[config.mk]
export PLATFORM = sky130hd
export DESIGN_NAME = lru_key_value_cache_top_flat
export DESIGN_NICKNAME = d
export VERILOG_FILES = /design/src/rtl/core/lkvc_pkg.sv /design/src/rtl/core/lkvc_ifs.sv /design/src/rtl/core/lru_key_value_cache_top.sv /design/src/rtl/core/lkvc_front.sv /design/src/rtl/core/lkvc_back.sv /design/src/flat_wrapper.sv
export VERILOG_INCLUDE_DIRS = /design/src /design/src/rtl/core
export SDC_FILE = /design/constraint.sdc
export NUM_CORES = 2
export LEC_CHECK = 0
export BUFFER_PORTS_ARGS = -buffer_cell sky130_fd_sc_hd__buf_2
export CAP_MARGIN = 20
export CORE_MARGIN = 5
export CORE_UTILIZATION = 63
export DETAILED_ROUTE_END_ITERATION = 10
export PLACE_DENSITY = 0.8
export SYNTH_ARGS = -nofsm -noshare
export SYNTH_HDL_FRONTEND = slang
export SYNTH_SLANG_ARGS = --single-unit
export TNS_END_PERCENT = 1
[constraint.sdc]
create_clock -name i_clk -period 15.6 [get_ports i_clk]
set_clock_uncertainty 0.1 [all_clocks]
set_input_delay 3.12 -clock i_clk [delete_from_list [all_inputs] [get_ports i_clk]]
set_output_delay 3.12 -clock i_clk [all_outputs]
set_load 0.01 [all_outputs]
[src/rtl/core/lru_key_value_cache_top_macros.svh]
// ----------------------------------------------------------------------------
// LRU key-value cache assertion macros
// Shared helpers for the concurrent checks of the cache modules.
// ----------------------------------------------------------------------------
`ifndef LRU_KEY_VALUE_CACHE_TOP_MACROS_SVH
`define LRU_KEY_VALUE_CACHE_TOP_MACROS_SVH

`define LKVC_ASSERT(label, clk, rst_n, prop) \
    label: assert property (@(posedge clk) disable iff (!rst_n) prop) \
        else $error("lkvc check failed");

`define LKVC_ASSERT_NEXT(label, clk, rst_n, pre, post) \
    `LKVC_ASSERT(label, clk, rst_n, (pre) |=> (post))

`endif

[src/rtl/core/lkvc_pkg.sv]
// ----------------------------------------------------------------------------
// LRU key-value cache package
// Widths, sizes, operation codes and the queued item type.
// ----------------------------------------------------------------------------
package lkvc_pkg;

    localparam int MAX_ENTRIES = 16;
    localparam int IDX_W       = (MAX_ENTRIES > 1) ? $clog2(MAX_ENTRIES) : 1;
    localparam int CNT_W       = $clog2(MAX_ENTRIES + 1);
    localparam int KEY_W       = 32;
    localparam int VAL_W       = 32;
    localparam int CAP_W       = 5;
    localparam int QUEUE_DEPTH = 2;
    localparam int QPTR_W      = (QUEUE_DEPTH > 1) ? $clog2(QUEUE_DEPTH) : 1;
    localparam int QCNT_W      = $clog2(QUEUE_DEPTH + 1);

    localparam logic OP_GET = 1'b0;
    localparam logic OP_SET = 1'b1;

    localparam logic [CAP_W-1:0]        CAP_RESET = CAP_W'(16);
    localparam logic signed [VAL_W-1:0] MISS_VAL  = -VAL_W'(1);

    typedef struct packed {
        logic                    op;
        logic signed [KEY_W-1:0] key;
        logic signed [VAL_W-1:0] value;
    } t_item;

endpackage

[src/rtl/core/lkvc_ifs.sv]
// ----------------------------------------------------------------------------
// LRU key-value cache channel interfaces
// Request, response and configuration channels with valid/ready handshake.
// ----------------------------------------------------------------------------
interface lkvc_req_if;
    logic                             valid;
    logic                             ready;
    logic                             op;
    logic signed [lkvc_pkg::KEY_W-1:0] key;
    logic signed [lkvc_pkg::VAL_W-1:0] value;

    modport source (output valid, output op, output key, output value, input ready);
    modport sink   (input valid, input op, input key, input value, output ready);
endinterface

interface lkvc_rsp_if;
    logic                             valid;
    logic                             ready;
    logic                             hit;
    logic signed [lkvc_pkg::VAL_W-1:0] read_value;

    modport source (output valid, output hit, output read_value, input ready);
    modport sink   (input valid, input hit, input read_value, output ready);
endinterface

interface lkvc_cfg_if;
    logic                           valid;
    logic                           ready;
    logic [lkvc_pkg::CAP_W-1:0]     data;

    modport source (output valid, output data, input ready);
    modport sink   (input valid, input data, output ready);
endinterface

[src/rtl/core/lru_key_value_cache_top.sv]
// ----------------------------------------------------------------------------
// LRU key-value cache top level
// Sixteen-entry fully associative key-value store with LRU replacement.
// ----------------------------------------------------------------------------
// The cache takes one get or set per clock while the response channel is not
// stalled and returns exactly one result per request, in order; each request
// passes through a two-entry queue and then the result register. The queue
// feeds a lookup engine that compares the key against all sixteen entries,
// picks a free or least recent slot and updates the recency ranks; that
// engine and its result register set the rate of one transfer per clock. The
// capacity register may only be written while no request is in flight.
module lru_key_value_cache_top (
    input logic        i_clk,
    input logic        i_rst_n,
    lkvc_req_if.sink   i_req,
    lkvc_cfg_if.sink   i_cfg,
    lkvc_rsp_if.source o_rsp
);
    import lkvc_pkg::*;

    lkvc_req_if u_q ();

    lkvc_front u_front (
        .i_clk   (i_clk),
        .i_rst_n (i_rst_n),
        .i_req   (i_req),
        .o_req   (u_q)
    );

    lkvc_back u_back (
        .i_clk   (i_clk),
        .i_rst_n (i_rst_n),
        .i_req   (u_q),
        .i_cfg   (i_cfg),
        .o_rsp   (o_rsp)
    );

endmodule

[src/rtl/core/lkvc_front.sv]
// ----------------------------------------------------------------------------
// LRU key-value cache front end
// Accepts requests and holds them in a short queue ahead of the lookup engine.
// ----------------------------------------------------------------------------
`include "lru_key_value_cache_top_macros.svh"

module lkvc_front (
    input logic        i_clk,
    input logic        i_rst_n,
    lkvc_req_if.sink   i_req,
    lkvc_req_if.source o_req
);
    import lkvc_pkg::*;

    t_item             r_mem [QUEUE_DEPTH];
    logic [QPTR_W-1:0] r_wr_ptr;
    logic [QPTR_W-1:0] r_rd_ptr;
    logic [QCNT_W-1:0] r_count;
    logic [QPTR_W-1:0] n_wr_ptr;
    logic [QPTR_W-1:0] n_rd_ptr;
    logic              push;
    logic              pop;
    t_item             in_item;
    t_item             head;

    assign i_req.ready = (r_count != QCNT_W'(QUEUE_DEPTH));
    assign push        = i_req.valid && i_req.ready;
    assign pop         = o_req.valid && o_req.ready;

    assign in_item.op    = i_req.op;
    assign in_item.key   = i_req.key;
    assign in_item.value = i_req.value;

    assign head        = r_mem[r_rd_ptr];
    assign o_req.valid = (r_count != '0);
    assign o_req.op    = head.op;
    assign o_req.key   = head.key;
    assign o_req.value = head.value;

    assign n_wr_ptr = (r_wr_ptr == QPTR_W'(QUEUE_DEPTH - 1)) ? '0 : r_wr_ptr + 1'b1;
    assign n_rd_ptr = (r_rd_ptr == QPTR_W'(QUEUE_DEPTH - 1)) ? '0 : r_rd_ptr + 1'b1;

    always_ff @(posedge i_clk) begin
        if (push) begin
            r_mem[r_wr_ptr] <= in_item;
        end
    end

    always_ff @(posedge i_clk) begin
        if (!i_rst_n) begin
            r_wr_ptr <= '0;
            r_rd_ptr <= '0;
            r_count  <= '0;
        end else begin
            if (push) begin
                r_wr_ptr <= n_wr_ptr;
            end
            if (pop) begin
                r_rd_ptr <= n_rd_ptr;
            end
            if (push && !pop) begin
                r_count <= r_count + 1'b1;
            end else if (pop && !push) begin
                r_count <= r_count - 1'b1;
            end
        end
    end

    `LKVC_ASSERT(a_count_bound, i_clk, i_rst_n, r_count <= QCNT_W'(QUEUE_DEPTH))
    `LKVC_ASSERT(a_empty_ptrs, i_clk, i_rst_n, (r_count != '0) || (r_rd_ptr == r_wr_ptr))
    `LKVC_ASSERT_NEXT(a_push_grows, i_clk, i_rst_n, push && !pop, r_count == $past(r_count) + 1'b1)

endmodule

[src/rtl/core/lkvc_back.sv]
// ----------------------------------------------------------------------------
// LRU key-value cache lookup engine
// Parallel tag compare, fill or eviction, recency rank update and result register.
// ----------------------------------------------------------------------------
`include "lru_key_value_cache_top_macros.svh"

module lkvc_back (
    input logic        i_clk,
    input logic        i_rst_n,
    lkvc_req_if.sink   i_req,
    lkvc_cfg_if.sink   i_cfg,
    lkvc_rsp_if.source o_rsp
);
    import lkvc_pkg::*;

    logic signed [KEY_W-1:0] r_key  [MAX_ENTRIES];
    logic signed [VAL_W-1:0] r_val  [MAX_ENTRIES];
    logic [IDX_W-1:0]        r_rank [MAX_ENTRIES];
    logic [MAX_ENTRIES-1:0]  r_vld;
    logic [CNT_W-1:0]        r_used;
    logic [CAP_W-1:0]        r_cap;
    logic                    r_out_vld;
    logic                    r_hit;
    logic signed [VAL_W-1:0] r_rdval;

    logic [MAX_ENTRIES-1:0]  hit_vec;
    logic [MAX_ENTRIES-1:0]  vict_vec;
    logic                    hit;
    logic [IDX_W-1:0]        hit_idx;
    logic [IDX_W-1:0]        free_idx;
    logic [IDX_W-1:0]        vict_idx;
    logic [IDX_W-1:0]        tgt;
    logic [IDX_W-1:0]        vict_rank;
    logic [CNT_W-1:0]        used_m1;
    logic [CNT_W-1:0]        eff_cap;
    logic [CNT_W-1:0]        limit;
    logic                    pop;
    logic                    is_set;
    logic                    do_fill;
    logic                    do_update;
    logic signed [VAL_W-1:0] rd_val;

    assign i_cfg.ready = 1'b1;

    assign pop         = i_req.valid && i_req.ready;
    assign i_req.ready = !r_out_vld || o_rsp.ready;
    assign is_set      = (i_req.op == OP_SET);

    assign used_m1   = r_used - CNT_W'(1);
    assign vict_rank = used_m1[IDX_W-1:0];

    always_comb begin
        if (r_cap == '0) begin
            eff_cap = CNT_W'(1);
        end else if (CNT_W'(r_cap) > CNT_W'(MAX_ENTRIES)) begin
            eff_cap = CNT_W'(MAX_ENTRIES);
        end else begin
            eff_cap = CNT_W'(r_cap);
        end
    end

    always_comb begin
        hit_idx  = '0;
        free_idx = '0;
        vict_idx = '0;
        for (int i = 0; i < MAX_ENTRIES; i++) begin
            hit_vec[i]  = r_vld[i] && (r_key[i] == i_req.key);
            vict_vec[i] = r_vld[i] && (r_rank[i] == vict_rank);
        end
        for (int i = MAX_ENTRIES - 1; i >= 0; i--) begin
            if (hit_vec[i]) begin
                hit_idx = IDX_W'(i);
            end
            if (!r_vld[i]) begin
                free_idx = IDX_W'(i);
            end
            if (vict_vec[i]) begin
                vict_idx = IDX_W'(i);
            end
        end
    end

    assign hit       = |hit_vec;
    assign do_fill   = is_set && !hit && (r_used < eff_cap);
    assign do_update = pop && (is_set || hit);
    assign tgt       = hit ? hit_idx : (do_fill ? free_idx : vict_idx);
    assign limit     = do_fill ? CNT_W'(MAX_ENTRIES) : CNT_W'(r_rank[tgt]);

    always_comb begin
        if (is_set) begin
            rd_val = '0;
        end else if (hit) begin
            rd_val = r_val[hit_idx];
        end else begin
            rd_val = MISS_VAL;
        end
    end

    always_ff @(posedge i_clk) begin
        if (do_update && is_set) begin
            r_key[tgt] <= i_req.key;
            r_val[tgt] <= i_req.value;
        end
        if (pop) begin
            r_hit   <= hit;
            r_rdval <= rd_val;
        end
    end

    always_ff @(posedge i_clk) begin
        if (!i_rst_n) begin
            r_vld     <= '0;
            r_used    <= '0;
            r_cap     <= CAP_RESET;
            r_out_vld <= 1'b0;
            for (int i = 0; i < MAX_ENTRIES; i++) begin
                r_rank[i] <= '0;
            end
        end else begin
            if (i_cfg.valid) begin
                r_cap <= i_cfg.data;
            end
            if (pop) begin
                r_out_vld <= 1'b1;
            end else if (o_rsp.ready) begin
                r_out_vld <= 1'b0;
            end
            if (do_update) begin
                for (int i = 0; i < MAX_ENTRIES; i++) begin
                    if (IDX_W'(i) == tgt) begin
                        r_rank[i] <= '0;
                    end else if (r_vld[i] && (CNT_W'(r_rank[i]) < limit)) begin
                        r_rank[i] <= r_rank[i] + 1'b1;
                    end
                end
                if (do_fill) begin
                    r_vld[tgt] <= 1'b1;
                    r_used     <= r_used + 1'b1;
                end
            end
        end
    end

    assign o_rsp.valid      = r_out_vld;
    assign o_rsp.hit        = r_hit;
    assign o_rsp.read_value = r_rdval;

    `LKVC_ASSERT(a_used_bound, i_clk, i_rst_n, r_used <= CNT_W'(MAX_ENTRIES))
    `LKVC_ASSERT(a_used_matches, i_clk, i_rst_n, $countones(r_vld) == int'(r_used))
    `LKVC_ASSERT(a_single_hit, i_clk, i_rst_n, i_req.valid |-> $onehot0(hit_vec))
    `LKVC_ASSERT_NEXT(a_result_follows, i_clk, i_rst_n, pop, r_out_vld)

endmodule

[src/flat_wrapper.sv]
// flat-port wrapper written by rule: the top's interface ports become plain ports
module lru_key_value_cache_top_flat import lkvc_pkg::*;
  (i_clk, i_rst_n, i_req_valid, i_req_op, i_req_key, i_req_value, i_req_ready, i_cfg_valid, i_cfg_data, i_cfg_ready, o_rsp_valid, o_rsp_hit, o_rsp_read_value, o_rsp_ready);
  lkvc_req_if i_req_i ();
  lkvc_cfg_if i_cfg_i ();
  lkvc_rsp_if o_rsp_i ();
  input logic i_clk;
  input logic i_rst_n;
  input wire logic [$bits(i_req_i.valid)-1:0] i_req_valid;
  input wire logic [$bits(i_req_i.op)-1:0] i_req_op;
  input wire logic [$bits(i_req_i.key)-1:0] i_req_key;
  input wire logic [$bits(i_req_i.value)-1:0] i_req_value;
  output wire logic [$bits(i_req_i.ready)-1:0] i_req_ready;
  input wire logic [$bits(i_cfg_i.valid)-1:0] i_cfg_valid;
  input wire logic [$bits(i_cfg_i.data)-1:0] i_cfg_data;
  output wire logic [$bits(i_cfg_i.ready)-1:0] i_cfg_ready;
  output wire logic [$bits(o_rsp_i.valid)-1:0] o_rsp_valid;
  output wire logic [$bits(o_rsp_i.hit)-1:0] o_rsp_hit;
  output wire logic [$bits(o_rsp_i.read_value)-1:0] o_rsp_read_value;
  input wire logic [$bits(o_rsp_i.ready)-1:0] o_rsp_ready;
  assign i_req_i.valid = i_req_valid;
  assign i_req_i.op = i_req_op;
  assign i_req_i.key = i_req_key;
  assign i_req_i.value = i_req_value;
  assign i_req_ready = i_req_i.ready;
  assign i_cfg_i.valid = i_cfg_valid;
  assign i_cfg_i.data = i_cfg_data;
  assign i_cfg_ready = i_cfg_i.ready;
  assign o_rsp_valid = o_rsp_i.valid;
  assign o_rsp_hit = o_rsp_i.hit;
  assign o_rsp_read_value = o_rsp_i.read_value;
  assign o_rsp_i.ready = o_rsp_ready;
  lru_key_value_cache_top u_core (.i_clk(i_clk), .i_rst_n(i_rst_n), .i_req(i_req_i), .i_cfg(i_cfg_i), .o_rsp(o_rsp_i));
endmodule
# Yosys cells after proc, flatten, opt, wreduce, memory -nomap -nowiden
# Memories as Yosys holds them, arrays and structs flattened. A register that Yosys moved wholly into a read port is not among the register bits.
# Index checks and enable logic that the tools add are counted.
# classes
addsub	22
n_lt_le_gt_ge	20
eq_ne	48
mux	245
bitwise_logic	33
reduce_logical	70
# op_table
op	count
$eq A32 B32 Y1	16
$mux W4	82
$mux W1	156
$lt A4 B5 Y1	16
$add A4 B1 Y4 const B	16
$eq A4 B4 Y1	16
$logic_and A1 B1 Y1	57
$eq A4 B4 Y1 const A	8
$mux W32	1
$or A1 B1 Y1	32
$eq A3 B4 Y1 const A	4
$or A16 B16 Y16	1
$reduce_or A16 Y1	1
$mux W5	3
$eq A2 B4 Y1 const A	2
$reduce_bool A2 Y1	3
$add A5 B1 Y5 const B	1
$gt A5 B5 Y1 const B	1
$logic_not A5 Y1	1
$lt A4 B5 Y1 const B	1
$lt A5 B5 Y1	1
$demux W1 S4	1
$eq A1 B4 Y1 const A	1
$ge A4 B1 Y1 const B	1
other kinds (10)	16
# word_totals
ff_bits	64
ramBits	1218
in_bits	75
out_inout_bits	36
elab_cells	451
n_memories	4
# memory_table
memory	depth	word_bits	rd	rd_ports_with_merged_regs	wr	line	rtl
u_core.u_back.r_key	16	32	16	0	1	lkvc_back.sv:16	logic signed [KEY_W-1:0] r_key [MAX_ENTRIES];
u_core.u_back.r_val	16	32	1	0	1	lkvc_back.sv:17	logic signed [VAL_W-1:0] r_val [MAX_ENTRIES];
u_core.u_front.r_mem	2	65	1	1	1	lkvc_front.sv:15	t_item r_mem [QUEUE_DEPTH];
u_core.u_back.r_rank	16	4	17	0	16	lkvc_back.sv:18	logic [IDX_W-1:0] r_rank [MAX_ENTRIES];

# Longest topological paths before layout
# An unclocked memory read counts as a cell.
# logic_depth
word_depth	31
depth_mapped	31
mapped_depth_nobuf	25

# Modules after synthesis
# From an unflattened synthesis, not the netlist that was laid out.
# unflattened
cells_unflattened	3895
hier_area_um2	57403.8
# by_module_without_submodules
module	instances	cells_each	area_each_um2	seq_area_each_um2
lkvc_back	1	3669	52477.8	34202.8
lkvc_front	1	226	4926.0	4003.8

# Worst setup path before layout
# OpenSTA, ideal clock, no wires.
# synth_path
path_kind	input-to-reg
startpoint	input port o_rsp_ready
endpoint	memory u_core.u_back.r_key[0][0] (enable)
setup_ns	0.647
t_arrival_ns	10.759
t_required_ns	14.853
slack_ns	4.094
cell_stages	6
n_path_buf	1
path_cell_list	nor2b_1 > or2_2 > clkbuf_1 > inv_1 > nand2_1 > nor4_1
# synth_between
elab_chain_cells	6
# synth_lines
item	line	rtl
start: declaration	flat_wrapper.sv:20	input wire logic [$bits(o_rsp_i.ready)-1:0] o_rsp_ready;
$logic_or A1 B1 Y1	lkvc_back.sv:46	assign i_req.ready = !r_out_vld || o_rsp.ready;
$logic_and A1 B1 Y1	lkvc_back.sv:45	assign pop = i_req.valid && i_req.ready;
named net u_core.u_back.pop	lkvc_back.sv:37	logic pop;
$logic_and A1 B1 Y1	lkvc_back.sv:85	assign do_update = pop && (is_set || hit);
$logic_and A1 B1 Y1	lkvc_back.sv:100	if (do_update && is_set) begin
$mux W1	lkvc_back.sv:100	
$mux W1 (not written as such)	lkvc_back.sv:101	r_key[tgt] <= i_req.key;
end: declaration	lkvc_back.sv:16	
# The timed path passes the listed nets, and every way through them passes these cells.

==> summary.txt <==
Placed design
  – Placer Congestion: 0.917
  – Pre-CTS setup slack: between 6 and 7 ns
  – Buffers on Ports: 109
  – Hpwl dp: 93,700 um

Route
  – DRC: 0
  – Routed Wire Length: 163,000 um
  – WL/cell: 30.2 um
  – Iteration-0 DRC Markers: 5,241
  – Vias: about 36k
  – Detailed Routing Iterations Pass 1: 6
  – Detail Route Antenna Nets: 0
  – Vias per inst: 6.73

Critical path
  – Crit-path leading delay family: simple AND/OR/NAND/NOR gates
  – CP Capture Type: flip-flop
  – Worst path depth: 24
  – Critical-path top delay cell: or3_1
  – Worst-path cell chain: buf_4, mux2i_4, buf_4, inv_1, nand3_1, a2111oi_0, nand4_1, nor2_1, nor4_1, nand4_1, or3_1, a21bo_1, buf_4, mux2i_1, nand2_1, o21ai_0, a22o_1, or3_1, ha_1, a21oi_1, o21ai_0, nor3_1, inv_1, o211ai_1
  – Critical path buffers and inverters: 5
  – CP startpoint kind: flip-flop
  – CP arrival: a little over 9 ns
  – Crit-path max cell delay: roughly 0.77 ns
  – Crit Path Class: flip-flop to flip-flop
  – Most frequent CP cell: buf_4
  – Reg2reg path depth: 24
  – CP required: approximately 16 ns
  – Worst-path maximum fanout: 41

Cells and area
  – Most frequent cells in the layout: edfxtp_1 (1,251), xnor2_1 (540), mux2i_1 (281)
  – Layout cells sized above 1: about 14%
  – Fillers: 5,945
  – Commonest non-fill, non-tap cell in the layout: edfxtp_1
  – Final net count: 4,236
  – Area grow syn2layout: 11.2%

Die
  – Die Y: 314 um
  – Rows: between 100 and 150
  – Core area: 91,700 sq um
  – Initial core utilization: 63.4%
  – Die ar.: 98,400 sq um
  – I/O Pins: roughly 110
  – Die X: around 310 um

Timing
  – Fin worst setup slack: between 6 and 7 ns
  – RSZ-0062 raised after global routing: false
  – Fmax: 0.111 GHz
  – Final hold viol count: 0
  – Final cycle utilization of the critical path: 57.8%
  – Endpoints failing setup: 0
  – Setup TNS: 0 ns
  – Max-slew headroom: 9.63%
  – Min Clock Period, post-route: 9.02 ns
  – Worst-Margin Slew: between 1 and 1.5 ns
  – Slew Limit Fails: 0
  – Hold_ws: 0.442 ns

Power
  – VDD IR max: 0.000157 V
  – Power Density: 151 nW/um^2
  – Static leakage: 21.8 nW
  – Pwr Total: 9.77 mW

Logic synthesis
  – Seq/Total Area, Yosys: 65.8%
  – Post-synthesis mux area share: 8.55%
  – Async SR Flop Fraction: 0%
  – Mapped Cells: ~4k
  – Post-Synth Simple-Gate Area: 7.89%
  – Synth Area in Compound Gates: slightly below 5%
  – Adder-cell share of the synthesized area: between 1.5 and 2%
  – Syn_nets: 4,053
  – Yosys reg bits: between 1k and 1.5k
  – Ys Warns: 0
  – Largest family of logic cells by synthesized area: XOR/XNOR gates
  – Post-synthesis cell type count: 76
  – Syn Area/Cell: about 15 sq um
  – Mapped Area: 58,100 sq um
  – Most used DFF post-synth: edfxtp_1
  – Post-synth EDFFs: 1,251
  – Xor/xnor share of the synthesized area: 9.41%

Hold path
  – Worst hold path class: flip-flop to flip-flop
  – Min-Delay Path Depth: 2

CTS
  – Postcts setup bufs: 0
  – Clock Root Buffer: clkbuf_16
  – Clock Latency Late Sink: 0.76 ns
  – CTS Hold Bufs: 0
  – CTS tree: yes
  – Cells resized by post-CTS repair: 0
  – Max Root-Sink Buffers: 3
  – Clock transition at path regs: around 0.060 ns
  – H-tree Lvls: 4
  – CTS Sinks: 1,283
  – TritonCTS buffer count: 132

Global routing
  – Largest net degree at the start of global routing: 156
  – First-pass GRT wire length: 235,000 um
  – Total global routing overflow: 0
  – Total track usage: 32.7%
  – Vias in the first global route: 35.4k
  – Initial antenna violation count: 8

Status
  – Status: complete, no violations

Run
  – # Max-Cap Violations: 0
-- area by class of cell --
type | count | area (sq um) | share of cell area [%]
multi-input combinational | 2387 | 19000 | 29.4
tap | 1186 | 1480 | 2.30
clock inverter | 68 | 586 | 0.906
timing repair buffer | 216 | 1560 | 2.41
antenna | 4 | 10.0 | 0.0155
sequential | 1283 | 38200 | 59.1
clock buffer | 167 | 3480 | 5.38
inverter | 70 | 263 | 0.407
-- cell families (layout without fill, tap and decap cells) --
logic type,after synthesis,after routing
buffers and inverters,237,521
DFF,1283,1283
muxes,447,447
xor gates and xnor gates,593,593
AOI/OAI and AO/OA,428,428
other,1,5
adders and majority gates,71,71
and+or+nand+nor,847,847
-- registers in the layout (all words and copies together), names as in the netlist, named ones only --
| register | cells |
|---|---|
| u_core.u_back.r_val | 512 |
| u_core.u_back.r_rank | 64 |
| u_core.u_back.o_rsp.read_value | 32 |
| u_core.u_back.r_used | 5 |
| u_core.u_back.o_rsp.valid | 1 |
| u_core.u_back.r_cap | 5 |
| u_core.u_front.r_mem | 130 |
| u_core.u_back.r_key | 512 |
| u_core.u_front.r_wr_ptr | 1 |
| u_core.u_front.r_count | 2 |
| u_core.u_back.r_vld | 16 |
| u_core.u_back.o_rsp.hit | 1 |
| u_core.u_front.r_rd_ptr | 1 |
-- worst register-to-register path, cell delays in order (launching register included) --
cell       delay, ns
dfxtp_4         0.52
buf_4           0.62
mux2i_4         0.38
buf_4           0.47
inv_1           0.67
nand3_1         0.28
a2111oi_0       0.16
nand4_1         0.12
nor2_1          0.10
nor4_1          0.67
nand4_1         0.53
or3_1           0.55
a21bo_1         0.19
buf_4           0.42
mux2i_1         0.16
nand2_1         0.08
o21ai_0         0.09
a22o_1          0.25
or3_1           0.77
ha_1            0.50
a21oi_1         0.18
o21ai_0         0.13
nor3_1          0.27
inv_1           0.08
o211ai_1        0.39
-- worst paths after layout --
kind	slack, ns	start	to
setup / recovery	6.58	flip-flop	u_core.u_back.r_rank[11][1]$_SDFFCE_PN0P_
hold reg to reg	0.44	u_core.u_front.r_count[1]$_SDFFE_PN0P_	u_core.u_front.r_count[1]$_SDFFE_PN0P_
setup reg to reg	6.58	flip-flop	u_core.u_back.r_rank[11][1]$_SDFFCE_PN0P_
hold / removal	0.44	u_core.u_front.r_count[1]$_SDFFE_PN0P_	u_core.u_front.r_count[1]$_SDFFE_PN0P_
-- cell usage after synthesis, drive strengths merged, types with 28 or more instances --
cell    number  area [sq um]
o21a        51           383
a211oi      85           638
o21ai       72           360
xor2        33           289
nor2b       28           175
nand2      112           420
mux2       134          1510
edfxtp    1251         37600
clkbuf      70           264
nor3        88           450
mux2i      313          3460
nand4       60           375
a21oi       97           485
inv         70           263
nor4       227          1440
nand3       66           330
nor2       155           582
dfxtp       32           641
ha          71           888
buf         97           587
xnor2      540          4730
-- power by group --
| part | leakage, nW | switching (mW) | total [mW] | internal, mW |
|---|---|---|---|---|
| registers | 11.6 | 0.0921 | 4.32 | 4.23 |
| clock network | 1.96 | 1.34 | 3.00 | 1.66 |
| logic | 8.16 | 1.71 | 2.45 | 0.746 |
| total | 21.8 | 3.14 | 9.77 | 6.63 |
-- metrics by stage --
stage / instance area (sq um) / cells / util, %
floorplan: 58100 / 3907 / -
global placement: 60300 / 5131 / 65.8
detailed placement: 60400 / 5136 / 65.9
CTS: 64500 / 5371 / 70.3
global route: 64600 / 5377 / 70.5
finish: 64600 / 5381 / 70.5
-- per-layer routing --
metal	share of wire [%]	GRT usage (%)	vias to the layer above
met3	12	7.59	463
met4	4.2	12.4	2
met5	0.0043	0	-
met2	46	50.8	2516
li1	-	-	15400
met1	38	45.7	17900
Power figures use the tool's default switching activity.
